[src/hw/rtl/b64e_pkg.sv]
// Shared types, character codes and the symbol lookup for the base64 encoder.
// No dependencies; imported by every module of the block.
`timescale 1ns / 1ps

package b64e_pkg;

  localparam logic [7:0] CharCr  = 8'h0D;
  localparam logic [7:0] CharLf  = 8'h0A;
  localparam logic [7:0] CharPad = 8'h3D;
  localparam logic [7:0] LineCharsReset = 8'd76;

  // One encoded group: four symbol indices, padding count, break and end flags
  typedef struct packed {
    logic [3:0][5:0] sym;
    logic [1:0]      npad;
    logic            crlf;
    logic            last;
  } grp_t;

  // Map a 6-bit index onto the standard base64 alphabet
  function automatic logic [7:0] sym_char(input logic [5:0] v);
    logic [7:0] w;
    w = {2'b00, v};
    if (v < 6'd26) begin
      sym_char = w + 8'd65;
    end else if (v < 6'd52) begin
      sym_char = w + 8'd71;
    end else if (v < 6'd62) begin
      sym_char = w - 8'd4;
    end else if (v == 6'd62) begin
      sym_char = 8'h2B;
    end else begin
      sym_char = 8'h2F;
    end
  endfunction

endpackage

[src/hw/rtl/base64_stream_encoder.sv]
// Top level of the streaming base64 encoder with line breaks.
// Depends on b64e_pkg, b64e_front, b64e_fifo and b64e_back.
//
//   word      direction  handshake                  payload
//   input     in         in_valid_i / in_ready_o    data_byte_i, last_byte_i
//   output    out        out_valid_o / out_ready_i  out_char_o, last_char_o
//   config    in         cfg_valid_i / cfg_ready_o  cfg_line_chars_i
//
// One character leaves per cycle from a registered output stage while the
// receiver is ready; three bytes give four characters, six with CR LF, and
// a padded remainder gives four characters. The front takes one byte per
// cycle but holds a group-completing byte while the two-entry group queue
// is full. A group is written into the queue, then its first character
// into the output register. Reset clears group phase, line count, queue
// and output valid; line length returns to 76. No stall loses a word.
`timescale 1ns / 1ps

module base64_stream_encoder (
  input  logic       clk_i,
  input  logic       rst_ni,
  input  logic       in_valid_i,
  output logic       in_ready_o,
  input  logic [7:0] data_byte_i,
  input  logic       last_byte_i,
  output logic       out_valid_o,
  input  logic       out_ready_i,
  output logic [7:0] out_char_o,
  output logic       last_char_o,
  input  logic       cfg_valid_i,
  output logic       cfg_ready_o,
  input  logic [7:0] cfg_line_chars_i
);
  import b64e_pkg::*;

  logic [7:0] line_chars_q;
  logic       push;
  logic       full;
  logic       pop;
  logic       head_valid;
  grp_t       grp_in;
  grp_t       grp_head;

  // Hold the line length register
  assign cfg_ready_o = 1'b1;

  always_ff @(posedge clk_i or negedge rst_ni) begin
    if (!rst_ni) begin
      line_chars_q <= LineCharsReset;
    end else if (cfg_valid_i && cfg_ready_o) begin
      line_chars_q <= cfg_line_chars_i;
    end
  end

  b64e_front u_front (
    .clk_i        (clk_i),
    .rst_ni       (rst_ni),
    .line_chars_i (line_chars_q),
    .in_valid_i   (in_valid_i),
    .in_ready_o   (in_ready_o),
    .data_byte_i  (data_byte_i),
    .last_byte_i  (last_byte_i),
    .full_i       (full),
    .push_o       (push),
    .grp_o        (grp_in)
  );

  b64e_fifo u_fifo (
    .clk_i   (clk_i),
    .rst_ni  (rst_ni),
    .push_i  (push),
    .grp_i   (grp_in),
    .full_o  (full),
    .pop_i   (pop),
    .valid_o (head_valid),
    .grp_o   (grp_head)
  );

  b64e_back u_back (
    .clk_i       (clk_i),
    .rst_ni      (rst_ni),
    .valid_i     (head_valid),
    .grp_i       (grp_head),
    .pop_o       (pop),
    .out_valid_o (out_valid_o),
    .out_ready_i (out_ready_i),
    .out_char_o  (out_char_o),
    .last_char_o (last_char_o)
  );

  // Never push into a full queue
  a_no_overflow: assert property (@(posedge clk_i) disable iff (!rst_ni)
    push |-> !full) else $error("group queue overflow");

  // Never pop an empty queue
  a_no_underflow: assert property (@(posedge clk_i) disable iff (!rst_ni)
    pop |-> head_valid) else $error("group queue underflow");

  // CR is never the final character
  a_cr_not_last: assert property (@(posedge clk_i) disable iff (!rst_ni)
    (out_valid_o && out_char_o == CharCr) |-> !last_char_o)
    else $error("message ends on CR");

  // LF follows a taken CR in the next cycle
  a_cr_then_lf: assert property (@(posedge clk_i) disable iff (!rst_ni)
    (out_valid_o && out_ready_i && out_char_o == CharCr) |=>
    (out_valid_o && out_char_o == CharLf)) else $error("CR not followed by LF");

endmodule

[src/hw/rtl/b64e_front.sv]
// Front end: gathers bytes into groups, tracks the line count and issues
// one group word per completed group or message end. Uses b64e_pkg.
`timescale 1ns / 1ps

module b64e_front (
  input  logic              clk_i,
  input  logic              rst_ni,
  input  logic [7:0]        line_chars_i,
  input  logic              in_valid_i,
  output logic              in_ready_o,
  input  logic [7:0]        data_byte_i,
  input  logic              last_byte_i,
  input  logic              full_i,
  output logic              push_o,
  output b64e_pkg::grp_t    grp_o
);
  import b64e_pkg::*;

  logic [1:0][7:0] held_q, held_d;
  logic [1:0]      phase_q, phase_d;
  logic [7:0]      line_q, line_d;
  logic            emit;
  logic            accept;
  logic [8:0]      cnt;
  logic            brk;

  // A group word goes out on the third byte or on the last byte
  assign emit       = (phase_q == 2'd2) || last_byte_i;
  assign in_ready_o = !full_i || !emit;
  assign accept     = in_valid_i && in_ready_o;
  assign push_o     = accept && emit;

  assign cnt = {1'b0, line_q} + 9'd4;
  assign brk = (line_chars_i != 8'd0) && (cnt >= {1'b0, line_chars_i});

  // Build the group word and the next group and line state
  always_comb begin
    grp_o   = '0;
    held_d  = held_q;
    phase_d = phase_q;
    line_d  = line_q;
    grp_o.last = last_byte_i;
    if (phase_q == 2'd2) begin
      grp_o.sym[0] = held_q[0][7:2];
      grp_o.sym[1] = {held_q[0][1:0], held_q[1][7:4]};
      grp_o.sym[2] = {held_q[1][3:0], data_byte_i[7:6]};
      grp_o.sym[3] = data_byte_i[5:0];
      grp_o.crlf   = brk;
      phase_d      = 2'd0;
      if (brk || (line_chars_i == 8'd0) || last_byte_i) begin
        line_d = 8'd0;
      end else begin
        line_d = cnt[7:0];
      end
    end else if (!last_byte_i) begin
      held_d[phase_q[0]] = data_byte_i;
      phase_d            = phase_q + 2'd1;
    end else begin
      if (phase_q == 2'd1) begin
        grp_o.sym[0] = held_q[0][7:2];
        grp_o.sym[1] = {held_q[0][1:0], data_byte_i[7:4]};
        grp_o.sym[2] = {data_byte_i[3:0], 2'b00};
        grp_o.npad   = 2'd1;
      end else begin
        grp_o.sym[0] = data_byte_i[7:2];
        grp_o.sym[1] = {data_byte_i[1:0], 4'b0000};
        grp_o.npad   = 2'd2;
      end
      phase_d = 2'd0;
      line_d  = 8'd0;
    end
  end

  // Hold group and line state; advance on each accepted word
  always_ff @(posedge clk_i or negedge rst_ni) begin
    if (!rst_ni) begin
      held_q  <= '0;
      phase_q <= 2'd0;
      line_q  <= 8'd0;
    end else if (accept) begin
      held_q  <= held_d;
      phase_q <= phase_d;
      line_q  <= line_d;
    end
  end

endmodule

[src/hw/rtl/b64e_fifo.sv]
// Two-entry queue of group words between the front and back ends.
// Uses b64e_pkg for the entry type.
`timescale 1ns / 1ps

module b64e_fifo (
  input  logic              clk_i,
  input  logic              rst_ni,
  input  logic              push_i,
  input  b64e_pkg::grp_t    grp_i,
  output logic              full_o,
  input  logic              pop_i,
  output logic              valid_o,
  output b64e_pkg::grp_t    grp_o
);
  import b64e_pkg::*;

  grp_t       mem_q [2];
  logic       wptr_q, rptr_q;
  logic [1:0] count_q;

  assign full_o  = count_q == 2'd2;
  assign valid_o = count_q != 2'd0;
  assign grp_o   = mem_q[rptr_q];

  // Write the entry at the tail
  always_ff @(posedge clk_i) begin
    if (push_i) begin
      mem_q[wptr_q] <= grp_i;
    end
  end

  // Advance pointers and track occupancy
  always_ff @(posedge clk_i or negedge rst_ni) begin
    if (!rst_ni) begin
      wptr_q  <= 1'b0;
      rptr_q  <= 1'b0;
      count_q <= 2'd0;
    end else begin
      if (push_i) begin
        wptr_q <= !wptr_q;
      end
      if (pop_i) begin
        rptr_q <= !rptr_q;
      end
      if (push_i && !pop_i) begin
        count_q <= count_q + 2'd1;
      end else if (pop_i && !push_i) begin
        count_q <= count_q - 2'd1;
      end
    end
  end

endmodule

[src/hw/rtl/b64e_back.sv]
// Back end: walks the head group word, one character per cycle unless the
// output stalls, into a registered stage. Uses b64e_pkg types and lookup.
`timescale 1ns / 1ps

module b64e_back (
  input  logic              clk_i,
  input  logic              rst_ni,
  input  logic              valid_i,
  input  b64e_pkg::grp_t    grp_i,
  output logic              pop_o,
  output logic              out_valid_o,
  input  logic              out_ready_i,
  output logic [7:0]        out_char_o,
  output logic              last_char_o
);
  import b64e_pkg::*;

  logic [2:0] idx_q;
  logic       ovalid_q;
  logic [7:0] ochar_q;
  logic       olast_q;
  logic       load;
  logic       at_end;
  logic [2:0] end_idx;
  logic [7:0] chr;

  assign end_idx = grp_i.crlf ? 3'd5 : 3'd3;
  assign at_end  = idx_q == end_idx;
  assign load    = valid_i && (!ovalid_q || out_ready_i);
  assign pop_o   = load && at_end;

  // Pick the character at the current position
  always_comb begin
    case (idx_q)
      3'd4:    chr = CharCr;
      3'd5:    chr = CharLf;
      default: begin
        if (({1'b0, idx_q[1:0]} + {1'b0, grp_i.npad}) >= 3'd4) begin
          chr = CharPad;
        end else begin
          chr = sym_char(grp_i.sym[idx_q[1:0]]);
        end
      end
    endcase
  end

  // Advance the position and hold the output until taken
  always_ff @(posedge clk_i or negedge rst_ni) begin
    if (!rst_ni) begin
      idx_q    <= 3'd0;
      ovalid_q <= 1'b0;
    end else begin
      if (load) begin
        idx_q    <= at_end ? 3'd0 : idx_q + 3'd1;
        ovalid_q <= 1'b1;
      end else if (out_ready_i) begin
        ovalid_q <= 1'b0;
      end
    end
  end

  always_ff @(posedge clk_i) begin
    if (load) begin
      ochar_q <= chr;
      olast_q <= grp_i.last && at_end;
    end
  end

  assign out_valid_o = ovalid_q;
  assign out_char_o  = ochar_q;
  assign last_char_o = olast_q;

endmodule
[config.mk]
export PLATFORM = sky130hd
export DESIGN_NAME = base64_stream_encoder
export DESIGN_NICKNAME = d
export VERILOG_FILES = /design/src/hw/rtl/b64e_pkg.sv /design/src/hw/rtl/base64_stream_encoder.sv /design/src/hw/rtl/b64e_front.sv /design/src/hw/rtl/b64e_fifo.sv /design/src/hw/rtl/b64e_back.sv
export SDC_FILE = /design/constraint.sdc
export NUM_CORES = 1
export LEC_CHECK = 0
export ABC_CLOCK_PERIOD_IN_PS = 2900
export BUFFER_PORTS_ARGS = -buffer_cell sky130_fd_sc_hd__buf_2
export CORE_ASPECT_RATIO = 0.8
export CORE_MARGIN = 2
export CORE_UTILIZATION = 30
export CTS_CLUSTER_SIZE = 12
export DETAILED_ROUTE_END_ITERATION = 10
export REMOVE_ABC_BUFFERS = 1
export SYNTH_ARGS = -nofsm -noshare
export SYNTH_HDL_FRONTEND = slang
export SYNTH_SLANG_ARGS = --single-unit
[constraint.sdc]
create_clock -name clk_i -period 2.9 [get_ports clk_i]
set_input_delay 0.435 -clock clk_i [delete_from_list [all_inputs] [get_ports clk_i]]
set_output_delay 0.435 -clock clk_i [all_outputs]
set_load 0.02 [all_outputs]
Word level (Yosys, flattened, before mapping)

Memory sizes are Yosys's and may differ from the RTL's.
Cells that the tools add are included.

$add $sub $neg: 9
Multiply operators: 0
Divide/modulo/power cells: 0
Magnitude comparators: 8
Equal/unequal tests: 7
Shift operators: 0
Mux-type cells: 31
Bitwise operators: 2
Reduce and logical (&&, ||, !) cells: 29

Operators by type and width:

| cell                  | number |
|---|---|
| $mux W8               | 8 |
| $mux W20              | 1 |
| $mux W18              | 1 |
| $mux W6               | 3 |
| $add A6 B7 Y8 const B | 2 |
| $bwmux W16            | 1 |
| $pmux W8 S2           | 1 |
| $mux W14              | 1 |
| $bmux W6 S2           | 1 |
| $lt A6 B6 Y1 const B  | 2 |
| $mux W2               | 5 |
| $add A8 B3 Y9 const B | 1 |
| $ge A9 B8 Y1          | 1 |
| $logic_and A1 B1 Y1   | 9 |
| $mux W3               | 3 |
| $demux W8 S1          | 1 |
| $logic_not A8 Y1      | 1 |
| $reduce_bool A2 Y1    | 4 |
| $reduce_bool A8 Y1    | 1 |
| $logic_not A1 Y1      | 7 |
| $sub A6 B3 Y7 const B | 1 |
| $eq A3 B3 Y1 const B  | 2 |
| $eq A6 B6 Y1 const B  | 1 |
| $lt A6 B5 Y1 const B  | 1 |
| other kinds (16)      | 27 |

Flip-flop bits (word level): 51
Latch bits: 0
RAM bits: 56
Bits in read-only memories: 0
Input bits: 22
Output and inout bits: 12
Memories: 1

Memory list:

| memory       | words | width | read ports | clocked after Yosys merged registers in | write ports | RTL line        | RTL |
|---|---|---|---|---|---|---|---|
| u_fifo.mem_q | 2     | 28    | 1          | 0                                       | 1           | b64e_fifo.sv:17 | `grp_t mem_q [2];` |

Depth between registers and ports, before layout

Gate-level depths: netlist of run 1.

Word-level depth: 10
Gate-level depth with buffers: 13

By module

A second synthesis of run 1 with hierarchy kept.

Cells, all modules: 388
Area, all modules: 5,350.1 um^2

By module, submodules not included:

| module                | instances | cells an instance | area each (um^2) | sequential area each (um^2) |
|---|---|---|---|---|
| b64e_fifo             | 1         | 103               | 2,257.2          | 1,781.7 |
| b64e_front            | 1         | 147               | 1,556.5          | 600.6 |
| b64e_back             | 1         | 119               | 1,189.9          | 370.4 |
| base64_stream_encoder | 1         | 19                | 346.6            | 203.9 |

Least setup slack after synthesis of run 1

OpenSTA, ideal clock, no wires.

Kind: register to register
Start: register u_front.phase_q[0]
End: memory u_fifo.mem_q[0][0] (netlist bit), enable pin
Library setup time: 413 ps
Arrival: 2,717 ps
Slack: -230 ps
Stages on the path, launching flop included: 9
Path buffers: 1
Period minus slack after synthesis: 3,130 ps
Cells stage by stage: dfrtp_1 inv_1 ha_1 nor2_1 or3b_2 nand2_1 or2_2 clkbuf_1 nor2_1

Word-level cells in the longest chain between the ends: 8

RTL lines:

| element                       | RTL line                    | RTL |
|---|---|---|
| start: declaration            | b64e_front.sv:20            | `logic [1:0] phase_q, phase_d;` |
| start signal: assignment      | b64e_front.sv:82            | `phase_q <= phase_d;` |
| $eq A2 B2 Y1                  | b64e_front.sv:28            | `assign emit = (phase_q == 2'd2) \|\| last_byte_i;` |
| $logic_or A1 B1 Y1            | b64e_front.sv:28            |  |
| $logic_not A1 Y1              | b64e_front.sv:29            | `assign in_ready_o = !full_i \|\| !emit;` |
| $logic_or A1 B1 Y1            | b64e_front.sv:29            |  |
| named net in_ready_o          | base64_stream_encoder.sv:22 | `output logic in_ready_o,` |
| $logic_and A1 B1 Y1           | b64e_front.sv:30            | `assign accept = in_valid_i && in_ready_o;` |
| $logic_and A1 B1 Y1           | b64e_front.sv:31            | `assign push_o = accept && emit;` |
| $mux W1                       | b64e_fifo.sv:27             | `if (push_i) begin` |
| $mux W1 (implied by the code) | b64e_fifo.sv:28             | `mem_q[wptr_q] <= grp_i;` |
| end: declaration              | b64e_fifo.sv:17             |  |

The timed path passes the listed nets, and every way through them passes these cells.

Final worst setup path of run 1

Start: register u_back.idx_q[1]
End: register u_back.ochar_q[4] (netlist: u_back.out_char_o[4]) (data pin)

Word-level cells in the longest chain between the ends: 8
Elaborated cells on any way between the ends: 17
Those cells by class: 4 x add/sub; 4 x order compare; 2 x eq/ne; 7 x mux

RTL lines:

| element                                              | RTL line                       | RTL |
|---|---|---|
| start: declaration                                   | b64e_back.sv:18                | `logic [2:0] idx_q;` |
| start signal: assignment                             | b64e_back.sv:54                | `idx_q <= at_end ? 3'd0 : idx_q + 3'd1;` |
| $bmux W6 S2                                          | b64e_back.sv:41                | `chr = sym_char(grp_i.sym[idx_q[1:0]]);` |
| $mux W6 (implied by the code)                        | b64e_back.sv:41                |  |
| $sub A6 B3 Y7 / $lt A6 B6 Y1 (equally long branches) | b64e_pkg.sv:29, b64e_pkg.sv:28 |  |
| $mux W8                                              | b64e_pkg.sv:28                 | `end else if (v < 6'd62) begin` |
| $mux W8                                              | b64e_pkg.sv:26                 | `end else if (v < 6'd52) begin` |
| $mux W8                                              | b64e_pkg.sv:24                 | `if (v < 6'd26) begin` |
| $mux W8                                              | b64e_back.sv:38                | `if (({1'b0, idx_q[1:0]} + {1'b0, grp_i.npad}) >= 3'd4) begin` |
| $pmux W8 S2 *                                        | b64e_back.sv:34                | `case (idx_q)` |
| end signal: assignment                               | b64e_back.sv:64                | `ochar_q <= chr;` |
| end: declaration                                     | b64e_back.sv:20                | `logic [7:0] ochar_q;` |

Every way passes the cells marked *; elsewhere a longest branch is shown, timed or not. The select of a mux whose other input is x is not followed.
A chain may end at the register's enable or synchronous reset.

==> flow_summary.toml, run 1 <==
[cts]
h-tree-depth = 3
cts_hold_buf = 0
clk_pin_slew_ps = 80
clock_path_buffers = 2
clk_latency_ps = 360
cts_tree = "yes"
postCtsSetupRepairBufs = 0
numClockSinks = 105
root_buffer = "clkbuf_16"
cts_buffers = 9

[placement]
port_buffers = 32
dp_slack_ps = 106.9
hpwlAfterDp_mm = 8.086
gp_congestion = 0.8637

[grt]
grt_pass1_wl_mm = 18.15
grt.total_usage = 0.1234
grt_max_degree = 41
antenna_found_initial = 0
grt_overflow_total = 0
grt_pass1_vias = 3347

[routing]
antenna_left = 0
viasPerCell = 5.042
route.detailed.drc = 0
drt_iter0_drc = 247
vias = 3449
drtPass1Iterations = 4
drt_wl_total_mm = 11.12
avgRoutedWirePerCell_um = 16.26

[power]
powerDensity_nw_per_um2 = 1098
power_leakage_uw = 0.002426
max-vdd-ir-drop_mv = 0.3550

[run_status]
status = "completed"

[sta]
slew_viol_final = 0
slew_headroom = 0.3628
rsz0062_at_grt = "false"
setup_ws_ps = 175.8
period_share = 0.9394
fmax_mhz = 367.1
timing_hold_violations_final = 0
fin_worst_skew_ps = 12.64
setup_viol = 0
period_minus_slack_ps = 2724
hold_slack_ps = 222.7
tightest_slew_ps = 955.8
setup_tns_ps = 0

[final_layout]
diodes = 0
nNetsFinal = 496
area_growth_pct = 14.13
drive_gt1_frac = 0.2614
fillers = 1719

[yosys]
postSynth.asyncResetShare = 0.3810
netlist_instances = 411
post-synth-top-area-cell = "edfxtp_1"
netlist_top_cells_area = "edfxtp_1 (36%), dfrtp_1 (17%), mux2_2 (5.9%)"
ys_seq_elements = 105
synth_edf_count = 65
yosysSeqAreaShare = 0.5492
ys_types = 64
yosys_warnings = 0
avgSynthCellArea_um2 = 13.10
syn_area_um2 = 5384
synth_top_flop_cell = "edfxtp_1"
synth_top_area_share = 0.3625

[critical_path]
slowest_delay_ps = 500
cp.arrival_ps = 2830
endpoint_kind = "flip-flop"
critical_path.top_delay_family = "multiplexers"
worstPathCellList = "mux2_1, mux4_2, inv_1, ha_1, nand2b_1, nand2_1, a211oi_1, a31oi_1, o31a_1"
start_kind = "flip-flop"
required_ps = 3010
crit_slowest_cell = "dfrtp_2"
setup.worst_path.class = "reg2reg"
cp_max_fo = 9
worst-path-buf-inv = 1

[floorplanning]
initial_core_util = 0.3089
row_count = 43
core_um2 = 17430
die_h_um = 123.8
die_w_um = 153.8
die_area_um2 = 19040
boundaryPins = 34

[min_path]
hp-class = "in2async"

[run]
drv_cap = 0
==> layout make-up <==
| cell class | instances | area (um^2) | area share |
|---|---|---|---|
| Inverter | 24 | 90.09 | 0.01466 |
| Timing Repair Buffer | 49 | 312.8 | 0.05091 |
| Sequential cell | 105 | 2959 | 0.4816 |
| Multi-Input combinational cell | 265 | 2205 | 0.3588 |
| Tap cell | 225 | 281.5 | 0.04582 |
| Clock inverter | 7 | 71.32 | 0.01161 |
| Clock buffer | 9 | 225.2 | 0.03665 |
==> metal layers <==
metal,part of all wire,GRT usage
met1,0.49,0.1695
met2,0.45,0.1908
met3,0.054,0.03653
met4,0.0099,0.03555
met5,0,0
==> report_power, final <==
group          internal [uW]  switching [uW]  total, uW
logic                   1400            1710       3110
clock network            606             591       1200
registers               2180             259       2440
==> cells in the mapped netlist (5+ instances only) <==
library cell and count:
a21oi_1 8, a22o_1 23, a31oi_1 5, and2_1 8, clkbuf_1 8, dfrtp_1 37, edfxtp_1 65, ha_1 20
inv_1 23, mux2_1 6, mux2_2 28, mux2i_1 13, mux4_2 8, nand2_1 34, nand2b_1 5, nand3_1 10
nor2_1 17, o21ai_0 15, xnor2_1 7
==> per-stage QoR <==
stage	instances	total power, uW	util	cell area (um^2)
global placement	668	5477	0.3350	5839
CTS	684	6777	0.3520	6136
floorplan	394	4633	-	5240
detailed placement	668	5550	0.3350	5839
finish	684	6748	0.3525	6145
global route	684	7220	0.3525	6145
==> sequential cells by signal, summed over array words and instances (netlist names) <==
signal,count
line_chars_q,8
u_back.idx_q,3
u_back.last_char_o,1
u_back.out_char_o,8
u_back.out_valid_o,1
u_fifo.count_q,2
u_fifo.mem_q,56
u_fifo.rptr_q,1
u_fifo.wptr_q,1
u_front.held_q,16
u_front.line_q,6
u_front.phase_q,2
==> placed cells by master (no fill, tap or decap), types with 9 or more instances in the layout <==
cell type,Yosys,layout
edfxtp_1,65,65
dfrtp_1,37,35
nand2_1,34,34
buf_2,1,32
mux2_2,28,28
inv_1,23,23
a22o_1,23,23
ha_1,20,20
nor2_1,17,15
o21ai_0,15,15
buf_4,1,15
mux2i_1,13,13
nand3_1,10,10
clkbuf_16,0,9
==> worst register-to-register path, delay by kind of cell, from the launching register on <==
family,cells,cell delay [ps]
and+or+nand+nor,2,220
AOI/OAI and AO/OA,3,560
muxes,2,860
DFF,1,500
buffers and inverters,1,140
adders and majority gates,1,200
==> cell families (layout without fill, tap and decap cells) <==
logic type	Yosys count	count (layout)	synth area share
flip-flops	105	105	0.5492
AND/OR/NAND/NOR	96	96	0.08970
AO/OA/AOI/OAI	79	79	0.1116
multiplexers	58	58	0.1411
buffers and inverters	41	89	0.04346
adder cells (fa/ha/maj)	20	20	0.04648
XOR/XNOR	11	11	0.01789
other	1	1	0.0006965
==> worst paths after layout <==
kind                       slack (ps)  cells after the start              start                   end
max                               180                      9    u_back.idx_q[1]  u_back.out_char_o[4]
min reg2reg                       500                      1  u_fifo.count_q[1]     u_fifo.count_q[1]
max in group asynchronous        2010                      1             rst_ni       u_back.idx_q[1]
max reg2reg                       180                      9    u_back.idx_q[1]  u_back.out_char_o[4]
min                               220                      1             rst_ni     u_front.line_q[2]
min in group clk_i                270                      2        out_ready_i    u_back.out_valid_o
==> repair_timing <==
| item | 4_1_cts | 5_1_grt |
|---|---|---|
| gates resized for setup | 0 | 3 |
| endpoints found under the hold margin | 0 | 0 |
| setup endpoints to repair | 0 | 4 |
Power figures use the tool's default switching activity.
==> run 2, diff against run 1 <==
- GPL_TIMING_DRIVEN: default -> 0
==> flow_summary.toml, run 2 (synthesized netlist as in run 1, its figures left out) <==
[run_status]
status = "completed"

[final_layout]
mostFrequentLayoutCells = "edfxtp_1 (65), nand2_1 (34), dfrtp_1 (34)"
seqCellArea_um2 = 2968
diodes = 0
fillers = 1731
design_area_um2 = 6231
layout_commonest_cell = "edfxtp_1"
multi_input_area_um2 = 2267
largest_register_ffs = 56
final_util = 0.3575
nNetsFinal = 498
top_regs = "u_fifo.mem_q (56), u_front.held_q (16)"
regMostFlops = "u_fifo.mem_q"
area_growth_pct = 15.73
finalNonFillerCells = 686
drive_gt1_frac = 0.2842

[floorplanning]
die_h_um = 123.8
core_um2 = 17430
row_count = 43
die_area_um2 = 19040
die_w_um = 153.8
initial_core_util = 0.3089
boundaryPins = 34

[placement]
place_area_um2 = 5729
port_buffers = 32
dp_cells = 653
gp_congestion = 0.8106
dp_slack_ps = -765.9
hpwlAfterDp_mm = 7.545

[sta]
period_minus_slack_ps = 2862
hold_slack_ps = 225.7
timing_hold_violations_final = 0
period_share = 0.9870
fmax_mhz = 349.4
tightest_slew_ps = 927.9
fin_worst_skew_ps = 10.33
setup_viol = 0
rsz0062_at_grt = "true"
slew_viol_final = 0
setup_ws_ps = 37.58
slew_headroom = 0.3814

[grt]
grt.total_usage = 0.1163
grt_max_degree = 41
grt_overflow_total = 0
grt_pass1_wl_mm = 17.52
grt_pass1_vias = 3362
antenna_found_initial = 0

[cts]
clk_latency_ps = 340
root_buffer = "clkbuf_16"
cts_buffers = 9
clk_pin_slew_ps = 70
clock_path_buffers = 2
numClockSinks = 105
h-tree-depth = 3
cts_tree = "yes"

[routing]
vias = 3363
viasPerCell = 4.902
route.detailed.drc = 0
antenna_left = 0
drt_iter0_drc = 220
drt_wl_total_mm = 10.64
avgRoutedWirePerCell_um = 15.51
drtPass1Iterations = 4

[critical_path]
start_kind = "flip-flop"
rr_endpoint = "u_back.out_char_o[4]"
cp_max_fo = 7
setup.worst_path.class = "reg2reg"
ff2ff_setup_slack_ps = 40
r2r_cells = 11
rr_startpoint = "u_back.idx_q[1]"
endpoint_kind = "flip-flop"
cp.arrival_ps = 2940
required_ps = 2980

[power]
powerDensity_nw_per_um2 = 1103
max-vdd-ir-drop_mv = 0.3835
power_leakage_uw = 0.002449

[run]
drv_cap = 0

[min_path]
hp-class = "in2async"
run 2: changes by cell type in the layout (fill, tap and decap cells not counted), moves of 2 or more:
cell	before	now
dfrtp_2	2	0
ha_2	0	2
ha_1	20	17
clkinv_4	1	3
inv_1	23	21
inv_2	1	3
clkinvlp_4	2	0
dfrtp_4	0	3
run 2: timing repair:
action                                  4_1_cts  5_1_grt
gates cloned                                  0        0
hold buffers                                  0        0
resized for setup                            11        8
buffers inserted                              2       15
endpoints found under the hold margin         0        0
endpoints found under the setup margin       64       49
pin swaps                                     0        2
run 2: area by class of cell:
type	instances	area share
clock buffers	10	0.03675
clock inverters	6	0.008434
inverters	24	0.01446
multi-input cells	265	0.3639
flip-flops and latches	105	0.4763
well taps	225	0.04518
repair buffers	51	0.05502
run 2: power by group:
group / total [uW] / switching (uW) / internal, uW
logic: 3270 / 1760 / 1510
registers: 2470 / 286 / 2190
clock network: 1120 / 528 / 596
run 2: routing by layer:
metal / routed length (um) / up-vias / track usage / share of wire
met5: 0 / - / 0 / 0
met4: 78 / 0 / 0.02351 / 0.0073
met3: 426 / 6 / 0.03549 / 0.040
met2: 5000 / 64 / 0.1911 / 0.47
met1: 5131 / 1666 / 0.1538 / 0.48
li1: - / 1627 / - / -
run 2: worst max-delay path by stage:
| stage | from | endpoint | slack (ps) | depth (start not counted) |
|---|---|---|---|---|
| final | u_back.idx_q[1] | u_back.out_char_o[4] | 40 | 11 |
| after global routing | u_back.idx_q[1] | u_back.out_char_o[4] | -70 | 12 |
| after CTS | u_back.idx_q[1] | u_back.out_char_o[4] | -50 | 9 |
| after detailed placement | u_back.idx_q[1] | u_back.out_char_o[4] | -770 | 10 |
| after global placement | u_front.phase_q[0] | u_fifo.mem_q[0][16] | -1210 | 7 |
| after floorplan | u_front.phase_q[0] | u_fifo.mem_q[0][0] | -420 | 7 |
run 2: per-stage QoR:
| step | setup TNS [ps] | power, uW |
|---|---|---|
| after floorplan | -24060 | 4633 |
| after global placement | -71490 | 5309 |
| after detailed placement | -9508 | 5421 |
| after CTS | -50.57 | 6648 |
| after global routing | -74.72 | 7360 |
| final | 0 | 6872 |
run 2: worst max-delay path: stages (launching register included):
cell	delay, ps
dfrtp_4	490
buf_12	140
mux2_1	310
mux4_2	550
inv_2	90
ha_1	170
nand2b_1	100
nand3_1	120
nor2_1	50
a211oi_1	180
a31oi_1	90
o31a_1	290
